`src/design/assert_macros.svh`:
```
// assertion macros shared by the encoder modules
// each macro expects clk and arst_n in scope of the module that uses it
`ifndef ASSERT_MACROS_SVH
`define ASSERT_MACROS_SVH

// property checked on every rising clock edge, off while reset is held
`define BZP_ASSERT(label, prop, msg) \
	label: assert property (@(posedge clk) disable iff (!arst_n) prop) else $error(msg);

// implication checked in the cycle after the condition
`define BZP_ASSERT_NEXT(label, cond, prop, msg) \
	label: assert property (@(posedge clk) disable iff (!arst_n) (cond) |=> (prop)) \
		else $error(msg);

`endif

```
`src/design/bzp_pkg.sv`:
```
// types and constants of the bipolar zero-pair line encoder
// used by bzp_ctrl, bzp_dp and the top level; depends on nothing
package bzp_pkg;

	localparam logic [7:0] ONE_CHAR = 8'd49;

	localparam logic [11:0] DAC_NEG  = 12'h000;
	localparam logic [11:0] DAC_ZERO = 12'h800;
	localparam logic [11:0] DAC_POS  = 12'hFFF;

	localparam logic signed [1:0] SYM_NEG  = 2'sb11;
	localparam logic signed [1:0] SYM_ZERO = 2'sb00;
	localparam logic signed [1:0] SYM_POS  = 2'sb01;

	localparam logic [15:0] PAYLOAD_BITS_RST = 16'd40;

	typedef enum logic [1:0] {
		S_IDLE,
		S_BIT,
		S_SECOND,
		S_FLUSH
	} state_t;

	typedef struct packed {
		logic load;
		logic set_zp;
		logic clr_zp;
		logic flip;
		logic emit;
		logic lvl_zero;
		logic emit_fe;
		logic adv;
		logic frame_rst;
	} cmd_t;

	typedef struct packed {
		logic cur_bit;
		logic zp;
		logic in_prefix;
		logic hit;
		logic out_free;
	} status_t;

endpackage

```
`src/design/bzp_ctrl.sv`:
```
// controller of the line encoder: walks the bits of one word and issues datapath commands
// depends on bzp_pkg and assert_macros.svh
`include "assert_macros.svh"

module bzp_ctrl (
	input  logic             clk,
	input  logic             arst_n,
	input  logic             in_valid,
	output logic             in_stall,
	output logic             cfg_ready,
	input  bzp_pkg::status_t st,
	output bzp_pkg::cmd_t    cmd
);
	import bzp_pkg::*;

	state_t state_q, state_d;

	always_ff @(posedge clk or negedge arst_n) begin
		if (!arst_n) begin
			state_q <= S_IDLE;
		end else begin
			state_q <= state_d;
		end
	end

	// next state
	always_comb begin
		state_d = state_q;
		unique case (state_q)
			S_IDLE: begin
				if (in_valid) begin
					state_d = S_BIT;
				end
			end
			S_BIT: begin
				if (!st.zp && !st.cur_bit) begin
					if (st.in_prefix) begin
						state_d = S_BIT;
					end else if (st.hit) begin
						state_d = S_FLUSH;
					end else begin
						state_d = S_IDLE;
					end
				end else if (st.out_free) begin
					if (st.zp) begin
						state_d = S_SECOND;
					end else if (st.in_prefix) begin
						state_d = S_BIT;
					end else begin
						state_d = S_IDLE;
					end
				end
			end
			S_SECOND: begin
				if (st.out_free) begin
					state_d = st.in_prefix ? S_BIT : S_IDLE;
				end
			end
			S_FLUSH: begin
				if (st.out_free) begin
					state_d = S_IDLE;
				end
			end
			default: state_d = S_IDLE;
		endcase
	end

	// commands
	always_comb begin
		cmd       = '0;
		in_stall  = 1'b1;
		cfg_ready = 1'b0;
		unique case (state_q)
			S_IDLE: begin
				in_stall  = 1'b0;
				// no register write in the cycle a word is taken
				cfg_ready = !in_valid;
				cmd.load  = in_valid;
			end
			S_BIT: begin
				if (!st.zp && !st.cur_bit) begin
					// lone zero so far, hold it until the next bit
					cmd.set_zp = 1'b1;
					cmd.adv    = 1'b1;
				end else if (st.out_free) begin
					cmd.emit = 1'b1;
					if (st.zp) begin
						cmd.clr_zp = 1'b1;
						// zero pair flips now, zero then one gives a level 0 first
						cmd.lvl_zero = st.cur_bit;
						cmd.flip     = !st.cur_bit;
					end else begin
						cmd.flip      = 1'b1;
						cmd.adv       = 1'b1;
						cmd.emit_fe   = !st.in_prefix && st.hit;
						cmd.frame_rst = !st.in_prefix && st.hit;
					end
				end
			end
			S_SECOND: begin
				if (st.out_free) begin
					cmd.emit      = 1'b1;
					cmd.flip      = st.cur_bit;
					cmd.adv       = 1'b1;
					cmd.emit_fe   = !st.in_prefix && st.hit;
					cmd.frame_rst = !st.in_prefix && st.hit;
				end
			end
			S_FLUSH: begin
				if (st.out_free) begin
					cmd.emit      = 1'b1;
					cmd.lvl_zero  = 1'b1;
					cmd.clr_zp    = 1'b1;
					cmd.emit_fe   = 1'b1;
					cmd.frame_rst = 1'b1;
				end
			end
			default: begin
				cmd = '0;
			end
		endcase
	end

	`BZP_ASSERT(a_flush_has_zero, (state_q == S_FLUSH) |-> st.zp, "flush without a held zero")
	`BZP_ASSERT(a_second_no_zero, (state_q == S_SECOND) |-> !st.zp, "held zero during second symbol")
	`BZP_ASSERT(a_idle_no_prefix, (state_q == S_IDLE) |-> !st.in_prefix, "prefix left unfinished")

endmodule

```
`src/design/bzp_dp.sv`:
```
// datapath of the line encoder: length register, line state, prefix counter, output register
// depends on bzp_pkg and assert_macros.svh
`include "assert_macros.svh"

module bzp_dp #(
	parameter int HEADER_BITS = 8,
	parameter int LENGTH_BITS = 16
) (
	input  logic                   clk,
	input  logic                   arst_n,
	input  logic [7:0]             bit_char,
	input  logic                   cfg_valid,
	input  logic                   cfg_ready,
	input  logic [15:0]            cfg_data,
	input  bzp_pkg::cmd_t          cmd,
	output bzp_pkg::status_t       st,
	input  logic                   out_stall,
	output logic                   out_valid,
	output logic signed [1:0]      symbol,
	output logic [11:0]            dac_code,
	output logic                   frame_end
);
	import bzp_pkg::*;

	localparam int PREFIX_BITS = HEADER_BITS + LENGTH_BITS;
	localparam int IW          = $clog2(PREFIX_BITS);

	logic [15:0]   payload_bits_q;
	logic          pol_q;
	logic          zp_q;
	logic [15:0]   count_q;
	logic          prefix_sent_q;
	logic          in_prefix_q;
	logic [IW-1:0] idx_q;
	logic          bit_q;
	logic          hit_q;

	logic          out_valid_q;
	logic signed [1:0] symbol_q;
	logic [11:0]   dac_q;
	logic          fe_q;

	logic [15:0]   count_inc;
	logic [IW-1:0] pos;
	logic [3:0]    len_pos;
	logic          prefix_bit;
	logic          last_prefix;
	logic          pol_next;
	logic          out_free;

	assign count_inc   = count_q + 16'd1;
	// length field goes out msb first
	assign pos         = IW'(PREFIX_BITS - 1) - idx_q;
	assign len_pos     = 4'(pos);
	assign prefix_bit  = (idx_q < IW'(HEADER_BITS)) ? 1'b1 : payload_bits_q[len_pos];
	assign last_prefix = (idx_q == IW'(PREFIX_BITS - 1));
	assign pol_next    = cmd.flip ? !pol_q : pol_q;
	assign out_free    = !out_valid_q || !out_stall;

	assign st.cur_bit   = in_prefix_q ? prefix_bit : bit_q;
	assign st.zp        = zp_q;
	assign st.in_prefix = in_prefix_q;
	assign st.hit       = hit_q;
	assign st.out_free  = out_free;

	always_ff @(posedge clk or negedge arst_n) begin
		if (!arst_n) begin
			payload_bits_q <= PAYLOAD_BITS_RST;
		end else if (cfg_valid && cfg_ready) begin
			payload_bits_q <= cfg_data;
		end
	end

	always_ff @(posedge clk or negedge arst_n) begin
		if (!arst_n) begin
			pol_q         <= 1'b0;
			zp_q          <= 1'b0;
			count_q       <= '0;
			prefix_sent_q <= 1'b0;
			in_prefix_q   <= 1'b0;
			idx_q         <= '0;
			bit_q         <= 1'b0;
			hit_q         <= 1'b0;
		end else begin
			if (cmd.load) begin
				bit_q <= (bit_char == ONE_CHAR);
				hit_q <= (count_inc == payload_bits_q);
				if (!prefix_sent_q) begin
					in_prefix_q <= 1'b1;
					idx_q       <= '0;
				end
			end
			if (cmd.adv && in_prefix_q) begin
				if (last_prefix) begin
					in_prefix_q <= 1'b0;
				end else begin
					idx_q <= idx_q + 1'b1;
				end
			end
			// frame end puts the line state back to its start values
			if (cmd.frame_rst) begin
				pol_q         <= 1'b0;
				zp_q          <= 1'b0;
				count_q       <= '0;
				prefix_sent_q <= 1'b0;
			end else begin
				if (cmd.load) begin
					count_q       <= count_inc;
					prefix_sent_q <= 1'b1;
				end
				if (cmd.set_zp) begin
					zp_q <= 1'b1;
				end else if (cmd.clr_zp) begin
					zp_q <= 1'b0;
				end
				pol_q <= pol_next;
			end
		end
	end

	always_ff @(posedge clk or negedge arst_n) begin
		if (!arst_n) begin
			out_valid_q <= 1'b0;
		end else if (cmd.emit) begin
			out_valid_q <= 1'b1;
		end else if (!out_stall) begin
			out_valid_q <= 1'b0;
		end
	end

	always_ff @(posedge clk) begin
		if (cmd.emit) begin
			fe_q <= cmd.emit_fe;
			if (cmd.lvl_zero) begin
				symbol_q <= SYM_ZERO;
				dac_q    <= DAC_ZERO;
			end else if (pol_next) begin
				symbol_q <= SYM_POS;
				dac_q    <= DAC_POS;
			end else begin
				symbol_q <= SYM_NEG;
				dac_q    <= DAC_NEG;
			end
		end
	end

	assign out_valid = out_valid_q;
	assign symbol    = symbol_q;
	assign dac_code  = dac_q;
	assign frame_end = fe_q;

	`BZP_ASSERT(a_emit_free, cmd.emit |-> out_free, "word written over a waiting word")
	`BZP_ASSERT(a_rst_with_fe, cmd.frame_rst |-> (cmd.emit && cmd.emit_fe),
		"frame closed without a frame end word")
	`BZP_ASSERT_NEXT(a_frame_clean, cmd.frame_rst,
		(!pol_q && !zp_q && (count_q == 16'd0) && !prefix_sent_q), "line state not cleared")

endmodule

```
`src/design/bipolar_zero_pair_line_encoder.sv`:
```
// channel   direction  handshake             word
// input     in         in_valid / in_stall    bit_char
// output    out        out_valid / out_stall  symbol, dac_code, frame_end
// config    in         cfg_valid / cfg_ready  cfg_data (payload_bits)
//
// a payload word is accepted in S_IDLE, then handled in S_BIT, and in S_SECOND after a held zero
// the first word of a frame first runs HEADER_BITS + LENGTH_BITS prefix bits
// a last word ending on a held zero goes through S_FLUSH for the level 0 symbol
// reset: payload_bits 40, polarity negative, no held zero, new frame
// out_stall holds the output register and the sequencer waits on it; in_stall is low only when idle
// cfg_ready is high only when idle with no input word offered
//
// top level of the bipolar zero-pair line encoder; depends on bzp_pkg, bzp_ctrl, bzp_dp

module bipolar_zero_pair_line_encoder #(
	parameter int HEADER_BITS = 8,
	parameter int LENGTH_BITS = 16
) (
	input  logic              clk,
	input  logic              arst_n,
	input  logic              in_valid,
	output logic              in_stall,
	input  logic [7:0]        bit_char,
	output logic              out_valid,
	input  logic              out_stall,
	output logic signed [1:0] symbol,
	output logic [11:0]       dac_code,
	output logic              frame_end,
	input  logic              cfg_valid,
	output logic              cfg_ready,
	input  logic [15:0]       cfg_data
);
	import bzp_pkg::*;

	cmd_t    cmd;
	status_t st;

	bzp_ctrl u_ctrl (
		.clk       (clk),
		.arst_n    (arst_n),
		.in_valid  (in_valid),
		.in_stall  (in_stall),
		.cfg_ready (cfg_ready),
		.st        (st),
		.cmd       (cmd)
	);

	bzp_dp #(
		.HEADER_BITS (HEADER_BITS),
		.LENGTH_BITS (LENGTH_BITS)
	) u_dp (
		.clk       (clk),
		.arst_n    (arst_n),
		.bit_char  (bit_char),
		.cfg_valid (cfg_valid),
		.cfg_ready (cfg_ready),
		.cfg_data  (cfg_data),
		.cmd       (cmd),
		.st        (st),
		.out_stall (out_stall),
		.out_valid (out_valid),
		.symbol    (symbol),
		.dac_code  (dac_code),
		.frame_end (frame_end)
	);

endmodule

```
`config.mk`:
```
export PLATFORM = sky130hd
export DESIGN_NAME = bipolar_zero_pair_line_encoder
export DESIGN_NICKNAME = d
export VERILOG_FILES = /design/src/design/bzp_pkg.sv /design/src/design/bzp_ctrl.sv /design/src/design/bzp_dp.sv /design/src/design/bipolar_zero_pair_line_encoder.sv
export VERILOG_INCLUDE_DIRS = /design/src /design/src/design
export SDC_FILE = /design/constraint.sdc
export NUM_CORES = 1
export LEC_CHECK = 0
export ABC_CLOCK_PERIOD_IN_PS = 7000
export BUFFER_PORTS_ARGS = -buffer_cell sky130_fd_sc_hd__clkbuf_2
export CAP_MARGIN = 20
export CORE_ASPECT_RATIO = 2
export CORE_UTILIZATION = 40
export DETAILED_ROUTE_END_ITERATION = 6
export GPL_TIMING_DRIVEN = 0
export PLACE_DENSITY_LB_ADDON = 0.15
export SYNTH_ARGS = -nofsm -noshare
export SYNTH_HDL_FRONTEND = slang
export SYNTH_HIERARCHICAL = 1
export SYNTH_SLANG_ARGS = --single-unit
```
`constraint.sdc`:
```
create_clock -name clk -period 7 [get_ports clk]
set_clock_uncertainty 0.1 [all_clocks]
set_input_delay 1.4 -clock clk [delete_from_list [all_inputs] [get_ports clk]]
set_output_delay 1.4 -clock clk [all_outputs]
set_load 0.02 [all_outputs]
```
; Yosys cells after proc, flatten, opt, wreduce, memory -nomap -nowiden
; Index checks and enable logic that the tools add are counted.
[op_classes]
addsub = 3
magnitude_cmp = 2
n_eq_ne = 11
n_mux = 59
reduce_logical = 16
[op_table]
columns = operator, n
row1 = 16-bit two-way mux, 2
row2 = 1-bit two-way mux, 28
row3 = 5-bit two-way mux, 5
row4 = 2-bit two-way mux, 10
row5 = 16-bit by 1-bit adder with 16-bit output (second input constant), 1
row6 = 16-bit equality test, 1
row7 = 12-bit two-way mux, 1
row8 = 3-bit two-way mux, 3
row9 = 1-bit case mux with 3 select lines, 3
row10 = 8-bit by 6-bit equality test with 1-bit output (second input constant), 1
row11 = 1-bit case mux with 2 select lines, 4
row12 = 2-bit case mux with 4 select lines, 1
row13 = 1-bit logical NOT, 7
row14 = 7-bit two-way mux, 1
row15 = 2-bit by 1-bit inequality test with 1-bit output (second input constant), 3
row16 = 5-bit by 1-bit adder with 5-bit output (second input constant), 1
row17 = 5-bit equality test (second input constant), 1
row18 = 4-bit by 5-bit less-than comparator with 1-bit output (second input constant), 1
row19 = 5-bit by 4-bit less-than comparator with 1-bit output (second input constant), 1
row20 = 1-bit binary-select mux with 4-bit select, 1
row21 = 2-bit equality test (second input constant), 2
row22 = 1-bit logical AND, 4
row23 = 4-bit AND reduction, 1
row24 = 3-bit by 4-bit subtractor with 4-bit output (first input constant), 1
row25 = 7 further kinds, 7
[word_totals]
reg_bits = 61
input_bits = 29
output_inout_bits = 18
elab_cells = 105

; Longest topological paths before layout
; Gate-level depths: netlist of the first run.
[logic_depth]
ltp_word = 13
ltp_mapped = 13
depth_no_buf = 12

; Hierarchy
; The synthesis of the first run kept the hierarchy.
[modules_own_cells]
columns = module, n_inst, cells_per_inst, area_per_inst_um2, seq_area_each_um2
row1 = bzp_dp, 1, 294, 2911.5, 1253.7
row2 = bzp_ctrl, 1, 45, 332.8, 50.0

; Worst setup path before layout of the first run
; Ideal clock, no wire load.
[synth_timing]
kind = input-to-output
from = in in_valid
to = out cfg_ready
t_arrival_ns = 1.750
t_required_ns = 5.500
setup_slack_ns = 3.750
path_stages = 1
n_path_buf = 0
path_cell_list = nor2_1
[synth_between]
elab_chain_len = 2
[synth_lines]
columns = item, line
row1 = start: declaration, bipolar_zero_pair_line_encoder.sv:21  ; input logic in_valid,
row2 = 1-bit logical NOT, bzp_ctrl.sv:77  ; cfg_ready = !in_valid;
row3 = 1-bit two-way mux, bzp_ctrl.sv:73  ; unique case (state_q)
row4 = end: declaration, bipolar_zero_pair_line_encoder.sv:30  ; output logic cfg_ready,
; Every way passes these cells.

; Worst setup path in the final report of the first run
; Ends and elaborated chain as after synthesis.

==> results of run 1 <==
## kinds of logic (layout without fill, tap and decap cells)
group / after synthesis / after routing / share of synthesized area
flops: 51 / 51 / 0.4019
fa+ha+maj: 7 / 7 / 0.02699
compound gates: 47 / 47 / 0.09564
mux: 28 / 28 / 0.1080
xor+xnor: 31 / 31 / 0.08369
buf+inv: 44 / 99 / 0.07019
simple gates: 131 / 131 / 0.2137
## power by group through the flow
stage          Sequential, W  Clock, W  Combinational, W
3_3_place_gp        0.000540         0          0.000704
2_1_floorplan       0.000523         0          0.000543
4_1_cts             0.000540  0.000246          0.000722
6_report            0.000539  0.000238          0.000715
5_1_grt             0.000555  0.000258          0.000789
3_5_place_dp        0.000546         0          0.000718
## flip-flops by register name, indices dropped and copies added (netlist names)
name                 flops
u_dp/bit_q               1
u_dp/hit_q               1
u_dp/idx_q               5
u_ctrl/state_q           2
u_dp/in_prefix_q         1
u_dp/pol_q               1
u_dp/symbol              2
u_dp/out_valid           1
u_dp/frame_end           1
u_dp/zp_q                1
u_dp/count_q            16
u_dp/prefix_sent_q       1
u_dp/payload_bits_q     16
u_dp/dac_code            2
## layer usage
metal,wire [um],vias to the layer above,part of all wire,track usage
li1,-,1285,-,-
met1,2662,1307,0.34,0.1833
met2,4668,68,0.59,0.3986
met3,226,24,0.029,0.02729
met4,343,0,0.043,0.1138
met5,0,-,0,0
## through the flow
step | total power (W) | cell area [um2] | worst slack, ns | util
2_1_floorplan | 0.001066 | 3244 | 3.750 | -
3_3_place_gp | 0.001243 | 3595 | 3.300 | 0.4559
3_5_place_dp | 0.001264 | 3615 | 3.326 | 0.4584
4_1_cts | 0.001507 | 3752 | 3.570 | 0.4759
5_1_grt | 0.001601 | 3752 | 3.234 | 0.4759
6_report | 0.001492 | 3752 | 3.581 | 0.4759
## layout make-up
| type | instances | area, um2 |
|---|---|---|
| Sequential cell | 51 | 1304 |
| Tap cell | 96 | 120.1 |
| Fill cell | 779 | 4133 |
| Clock buffer | 7 | 132.6 |
| Clock inverter | 1 | 5.005 |
| Buffer | 31 | 178.9 |
| Timing Repair Buffer | 47 | 250.2 |
| Inverter | 13 | 48.80 |
| Multi-Input combinational cell | 244 | 1713 |
## worst register-to-register path: cells and delay by family (launching register included)
kind                   cells  cell delay (ns)
buffers and inverters      3             0.97
multiplexers               2             0.73
AND/OR/NAND/NOR            3             0.32
flip-flops                 1             0.35
AO/OA/AOI/OAI              4             0.85
## synthesized netlist by cell type, types with 2 or more instances
cell / instances
o211ai_1: 3
a211oi_1: 2
nand3_1: 12
nand3b_1: 2
buf_4: 15
xnor2_1: 18
nor3_1: 10
nor2_1: 34
edfxtp_1: 5
nand4_1: 7
o31ai_1: 2
nand2b_1: 5
mux2i_1: 8
xor2_1: 13
nor4_1: 4
nand2_1: 26
clkbuf_1: 10
mux2_2: 16
dfrtp_1: 44
nor2b_1: 11
mux4_2: 4
a21oi_1: 10
a31oi_1: 4
o21ai_0: 14
and3_1: 5
or4_1: 2
ha_1: 7
inv_1: 13
buf_2: 5
a22oi_1: 2
or3_1: 2
dfstp_2: 2
## placed cells by master, fill, tap and decap left out, types with 10 or more instances in the layout
cell type  count
a21oi_1       10
buf_4         15
clkbuf_1      12
clkbuf_2      46
dfrtp_1       44
inv_1         13
mux2_2        16
nand2_1       26
nand3_1       12
nor2_1        34
nor2b_1       11
nor3_1        10
o21ai_0       14
xnor2_1       18
xor2_1        13
## worst max-delay path by stage
| stage | startpoint | endpoint | cells after the start | slack [ns] |
|---|---|---|---|---|
| CTS | in_valid | cfg_ready | 3 | 3.57 |
| detailed placement | in_valid | u_dp/hit_q | 7 | 3.33 |
| global placement | in_valid | u_dp/hit_q | 7 | 3.30 |
| finish | in_valid | cfg_ready | 3 | 3.58 |
| floorplan | in_valid | cfg_ready | 1 | 3.75 |
| global route | u_dp/idx_q[0] | u_dp/idx_q[3] | 13 | 3.23 |
==> out/qor.csv, run 1 <==
metric,value,unit
status,"complete, no violations",
die_area,0.008497,mm2
p_comb_frac,0.479,
syn-cell-area,0.003244,mm2
insertion_delay,0.29,ns
grt_pass1_wl,12.64,mm
holdWs,0.3983,ns
path_common_cell,clkbuf_2,
slew_headroom,0.4610,
final_cells,490,
worst-r2r-setup-slack,3.60,ns
antenna_left,0,
placed_cells,482,
crit_buf_inv,2,
vias_per_cell,5.478,
die_width,65.68,um
async_flop_share,0.9020,
setup_viol,0,
power_density,397.6,mW/mm2
cp_top_family,buffers and inverters,
critical_path.max_fanout,4,
grt_usage,0.2010,
drive_gt1_frac,0.2589,
synth_edf_count,5,
arrival,1.92,ns
tns,0,ns
io_buffers,46,
worst_pin_slew,0.8000,ns
pwr-share-seq,0.361,
cts_resized,0,
p_sw,0.0006059,W
fin_crit,3.419,ns
hold_path.class,flip-flop to flip-flop,
ys.flop_type,dfrtp_1,
clk_pin_slew,0.07,ns
synth_area_leaders,"dfrtp_1 34%, mux2_2 5.6%, xnor2_1 4.9%",
antennaDiodeCount,0,
num_vias,2684,
synth.avg_cell_area,9.570,um2
cp-start-kind,input port,
internal_power,0.0008861,W
critPathCaptureType,primary output,
vdd_drop_max,0.2071,mV
rows,46,
dpl.hpwl,6.259,mm
syn2layout_area_growth,15.66,%
grt_max_degree,27,
hold_depth,1,
synth_largest_area_cell,dfrtp_1,
reg2reg_from,u_dp/idx_q[0],
fin_crit_sh,0.4885,
worstRegToRegCells,12,
rsz0062_at_grt,no,
drtIter0Drc,128,
start_util,0.4115,
clockRootBuffer,clkbuf_16,
ys_types,54,
grt-ovfl-total,0,
finalNetCount,429,
yosys_warnings,6,
dr.pass1.iters,4,
gp_congestion,0.8806,
ios,47,
cts_tree,done,
cts_inserted_buffers,5,
htree_levels,2,
cp_slowest_cell,clkbuf_2,
synth_cells,339,
hold_end,u_dp/idx_q[4],
critPathMaxStageDelay,0.22,ns
r2r_end,u_dp/count_q[7],
postCtsSetupBuffers,0,
post_drt_wl_per_cell,16.12,um
clock_path_buffers,2,
swShare,0.4061,
slew_viol_final,0,
path_class,input port to primary output,
synth_sequential_area_ratio,0.4019,
synthesis.nets,375,
antenna_found_initial,0,
coreArea,0.007885,mm2
yosysTopAreaCellShare,0.3394,
ys_seq_elements,51,
routed_wl,7.900,mm
cts_hold_buffers,0,
min_from,u_dp/idx_q[4],
remaining_drc_errors,0,
path_cells,clkbuf_2 > nor2_1 > clkbuf_2,
finalHoldViolations,0,
fmax,292.5,MHz
grt_pass1_vias,2598,
cap_violations,0,
clkSinkCount,51,
die_y,129.4,um
crit_required,5.50,ns
p_leak,1.607,nW
pwr-share-clk,0.159,
Power figures use the tool's default switching activity.
==> run 2: changes to the inputs <==
Settings changed: ABC_AREA set to 1, ABC_CLOCK_PERIOD_IN_PS 7000 to 3100.
Clock period 7 ns to 3.1 ns, I/O delays scaled along.
==> out/qor.csv, run 2 <==
metric,value,unit
status,"complete, no violations",
rsz0062_at_grt,no,
dr.pass1.iters,4,
fmax,357.0,MHz
ys_types,36,
path_class,flip-flop to flip-flop,
mostFrequentLayoutCell,nand2_1,
critical_path.max_fanout,10,
gp_congestion,0.9460,
cts_inserted_buffers,5,
io_buffers,46,
vdd_drop_max,0.5125,mV
synth_area_leaders,"dfrtp_1 34%, nand2_1 12%, inv_1 6.7%",
grt_pass1_wl,13.56,mm
finalPower,0.003776,W
num_vias,3075,
die_width,65.40,um
synth_largest_area_cell,dfrtp_1,
antenna_left,0,
slew_headroom,0.6264,
tns,0,ns
ys.flop_type,dfrtp_1,
hold_path.class,input port to async pin,
crit_required,3.16,ns
p_leak,1.845,nW
htree_levels,2,
grt-ovfl-total,0,
async_flop_share,0.9020,
ys_top_cells_by_count,"101 x nand2_1, 57 x inv_1, 44 x dfrtp_1, 40 x nor2_1, 37 x nand3_1",
syn2layout_area_growth,16.69,%
ys_seq_elements,51,
setup_viol,0,
grt_max_degree,30,
ios,47,
mostFrequentLayoutCells,"100 x nand2_1, 57 x inv_1, 48 x clkbuf_2",
remaining_drc_errors,0,
place_area,0.003583,mm2
drive_gt1_frac,0.2154,
routed_wl,8.357,mm
clkSinkCount,51,
insertion_delay,0.29,ns
antennaDiodeCount,0,
power_density,1006,mW/mm2
dpl.hpwl,6.839,mm
fin_area,0.003752,mm2
fin_crit_sh,0.9035,
fin_crit,2.801,ns
critPathCaptureType,flip-flop,
coreArea,0.007714,mm2
clockRootBuffer,clkbuf_16,
finalNetCount,527,
worstRegToRegCells,14,
arrival,2.86,ns
vias_per_cell,5.247,
top_regs,"u_dp/count_q: 16 flops, u_dp/payload_bits_q: 16 flops, u_dp/idx_q: 5 flops",
cts_tree,done,
clk_pin_slew,0.07,ns
final_cells,586,
start_util,0.4169,
grt_pass1_vias,2970,
finalHoldViolations,0,
die_area,0.008424,mm2
grt_usage,0.2191,
antenna_found_initial,0,
slew_viol_final,0,
clock_path_buffers,2,
die_y,128.8,um
yosysMostFrequentCell,nand2_1,
placed_cells,578,
syn-cell-area,0.003216,mm2
synth_cells,437,
synthesis.nets,473,
post_drt_wl_per_cell,14.26,um
synth_sequential_area_ratio,0.4054,
rows,45,
yosysTopAreaCellShare,0.3424,
worst_pin_slew,0.5604,ns
cap_violations,0,
holdWs,0.1844,ns
synth_edf_count,5,
cp-start-kind,flip-flop,
yosys_warnings,6,
drtIter0Drc,81,
synth.avg_cell_area,7.358,um2
run 2: cell count changes after synthesis, sizes merged, moves of 14 or more:
cell	previous run	this run
inv	13	60
a21oi	10	31
nand2	26	107
nor2	34	50
nand3	12	39
o21ai	15	29
xnor2	18	1
run 2: power by group:
part	switching, W	total, W	internal (W)
clock	0.000239	0.000540	0.000301
combinational	0.00120	0.00193	0.000736
sequential	0.000289	0.00130	0.00101
total	0.00173	0.00378	0.00205
run 2: area by class of cell:
| type | count | area (um2) |
|---|---|---|
| fill | 781 | 3961 |
| multi-input combinational | 301 | 1555 |
| sequential | 51 | 1305 |
| timing repair buffer | 48 | 257.7 |
| inverter | 61 | 229.0 |
| buffer | 23 | 151.4 |
| clock buffer | 8 | 136.4 |
| tap | 94 | 117.6 |
run 2: worst paths after layout:
| path | from | endpoint | slack [ns] |
|---|---|---|---|
| min | arst_n | u_ctrl/state_q[0] | 0.18 |
| min in group clk | u_dp/hit_q | u_dp/hit_q | 0.39 |
| max reg2reg | u_dp/idx_q[0] | u_dp/count_q[14] | 0.30 |
| min reg2reg | u_dp/hit_q | u_dp/hit_q | 0.39 |
| max in group asynchronous | arst_n | u_dp/payload_bits_q[5] | 2.11 |
| max | u_dp/idx_q[0] | u_dp/count_q[14] | 0.30 |
run 2: through the flow:
step           utilization  setup slack (ns)
5_1_grt             0.4865           0.03375
4_1_cts             0.4837           0.07537
2_1_floorplan            -            0.3791
6_report            0.4865            0.2990
3_3_place_gp        0.4620           -0.6947
3_5_place_dp        0.4646           -0.7269
run 2: kinds of logic after synthesis:
family / synth area share
multiplexers: 0.01051
AO/OA/AOI/OAI: 0.1214
XOR/XNOR: 0.01518
buffers and inverters: 0.1175
flip-flops: 0.4054
AND/OR/NAND/NOR: 0.3027
adder cells (fa/ha/maj): 0.02724
run 2: worst max-delay path, cell delays in order (launching register included):
cell and delay, ns:
dfrtp_2 0.47, clkbuf_2 0.20, o21ai_0 0.20, nand3_1 0.10
nand3_1 0.09, o2111ai_1 0.13, o21ai_2 0.17, inv_1 0.10
a21oi_1 0.14, a21oi_1 0.11, nor2_4 0.20, inv_1 0.11
nand2_2 0.15, clkbuf_4 0.25, o21ai_0 0.13
run 2: per-layer routing:
| metal | global-route usage | part of all wire | up-vias |
|---|---|---|---|
| met5 | 0 | 0 | - |
| met2 | 0.4306 | 0.58 | 74 |
| li1 | - | - | 1513 |
| met4 | 0.1394 | 0.048 | 0 |
| met3 | 0.03103 | 0.027 | 26 |
| met1 | 0.1972 | 0.35 | 1462 |
run 2: timing repair:
item	4_1_cts	5_1_grt
pin swaps	0	1
gates resized for setup	7	4
setup buffers	0	1
hold buffers	0	0
endpoints found under the setup margin	16	11
==> run 3: changes to the inputs <==
Settings changed: CORE_ASPECT_RATIO 2 to 1.4.
==> out/qor.csv, run 3 (synthesis results as in run 2) <==
metric,value,unit
htree_levels,2,
setup_slack,0.2860,ns
place_area,0.003591,mm2
grt_usage,0.2160,
critPathCapture,u_dp/count_q[1],
fin_crit,2.814,ns
io_buffers,46,
nFillCells,791,
cts_inserted_buffers,5,
rsz0062_at_grt,no,
drive_gt1_frac,0.2294,
clk_pin_slew,0.11,ns
worstRegToRegCells,13,
finalHoldViolations,0,
post_drt_wl_per_cell,13.79,um
grt_max_degree,32,
die_width,77.78,um
grt_pass1_wl,13.88,mm
dp_slack,-0.5645,ns
mostFrequentLayoutCells,"100 x nand2_1, 57 x inv_1, 48 x clkbuf_2",
regArea,0.001305,mm2
met2_usage,0.3976,
grtUsageMet3,0.03460,
worst-r2r-setup-slack,0.29,ns
remaining_drc_errors,0,
ios,47,
finalNetCount,532,
fin_area,0.003759,mm2
cts_tree,done,
die_area,0.008406,mm2
arrival,2.96,ns
grt-ovfl-total,0,
fin_crit_sh,0.9077,
holdWs,0.1183,ns
rows,38,
drtIter0Drc,144,
clkSinkCount,51,
cap_violations,0,
crit_required,3.25,ns
syn2layout_area_growth,16.89,%
antenna_left,0,
status,"complete, no violations",
crit_start,u_dp/idx_q[0],
fin_util,0.4850,
power_density,995.8,mW/mm2
mostFrequentLayoutCell,nand2_1,
slew_viol_final,0,
path_class,flip-flop to flip-flop,
critical_path.max_fanout,10,
dpl.hpwl,6.411,mm
hold_path.class,input port to async pin,
antennaDiodeCount,0,
start_util,0.4149,
die_y,108.1,um
antenna_found_initial,0,
r2r_end,u_dp/count_q[1],
grt_use_met1,0.2449,
grt_pass1_vias,2913,
cp-start-kind,flip-flop,
clock_path_buffers,2,
clockRootBuffer,clkbuf_8,
slew_headroom,0.6243,
p_leak,1.860,nW
num_vias,3021,
fmax,355.4,MHz
vias_per_cell,5.060,
reg2reg_from,u_dp/idx_q[0],
worst_pin_slew,0.5635,ns
gp_congestion,0.8717,
multi_input_area,0.001545,mm2
critPathCaptureType,flip-flop,
insertion_delay,0.33,ns
vdd_drop_max,0.3717,mV
coreArea,0.007750,mm2
routed_wl,8.234,mm
top_usage_layer,met2,
top_regs,"u_dp/count_q: 16 flops, u_dp/payload_bits_q: 16 flops, u_dp/idx_q: 5 flops",
dr.pass1.iters,4,
setup_viol,0,
run 3: cell types whose count changed in the layout (fill, tap and decap cells not counted):
cell	delta
buf_4	+5
clkinv_4	+1
clkinv_2	+1
clkbuf_1	-3
clkbuf_16	-4
nor2_2	+2
nor2_4	-2
clkbuf_8	+5
run 3: how the worst min path moves through the flow:
stage | endpoint | slack, ns | start
2_1_floorplan | u_ctrl/state_q[0] | 0.22 | arst_n
3_3_place_gp | u_dp/out_valid | 0.37 | u_dp/out_valid
3_5_place_dp | u_dp/hit_q | 0.37 | u_dp/hit_q
4_1_cts | u_ctrl/state_q[0] | 0.13 | arst_n
5_1_grt | u_ctrl/state_q[0] | 0.14 | arst_n
6_report | u_ctrl/state_q[0] | 0.12 | arst_n
run 3: layout make-up:
cell class	instances	share of cell area
multi-input combinational	301	0.4111
sequential	51	0.3472
timing repair buffer	53	0.07856
inverter	61	0.06092
buffer	23	0.04028
tap	100	0.03329
clock buffer	6	0.02497
clock inverter	2	0.003662
run 3: report_power, final:
part,switching [W],internal (W),total (W)
clock network,0.000251,0.000209,0.000459
registers,0.000301,0.00101,0.00131
logic,0.00121,0.000766,0.00197
run 3: metrics by stage:
stage | power (W) | TNS [ns] | std cells
2_1_floorplan | 0.002672 | 0 | 437
3_3_place_gp | 0.003194 | -5.531 | 583
3_5_place_dp | 0.003235 | -5.945 | 584
4_1_cts | 0.003713 | 0 | 591
5_1_grt | 0.004093 | 0 | 597
6_report | 0.003743 | 0 | 597
run 3: repair_timing:
| item | in CTS | in global routing |
|---|---|---|
| setup endpoints to repair | 17 | 13 |
| pin swaps | 0 | 1 |
| buffers inserted | 0 | 6 |
| hold buffers | 0 | 0 |
| gates resized for setup | 6 | 4 |
run 3: critical path: stages (launching register included):
cell and delay (ns):
dfrtp_2 0.49, clkbuf_2 0.20, o21ai_0 0.19, o21ai_1 0.09
o2111ai_1 0.26, o21ai_2 0.14, inv_1 0.09, a21oi_1 0.07
a21oi_1 0.17, nor2_2 0.10, nor2_2 0.32, inv_1 0.10
clkbuf_2 0.23, o21ai_0 0.18
run 3: metal layers:
metal / wire length (um) / part of all wire
met3: 251 / 0.030
met5: 0 / 0
met4: 206 / 0.025
met2: 4350 / 0.53
met1: 3426 / 0.42
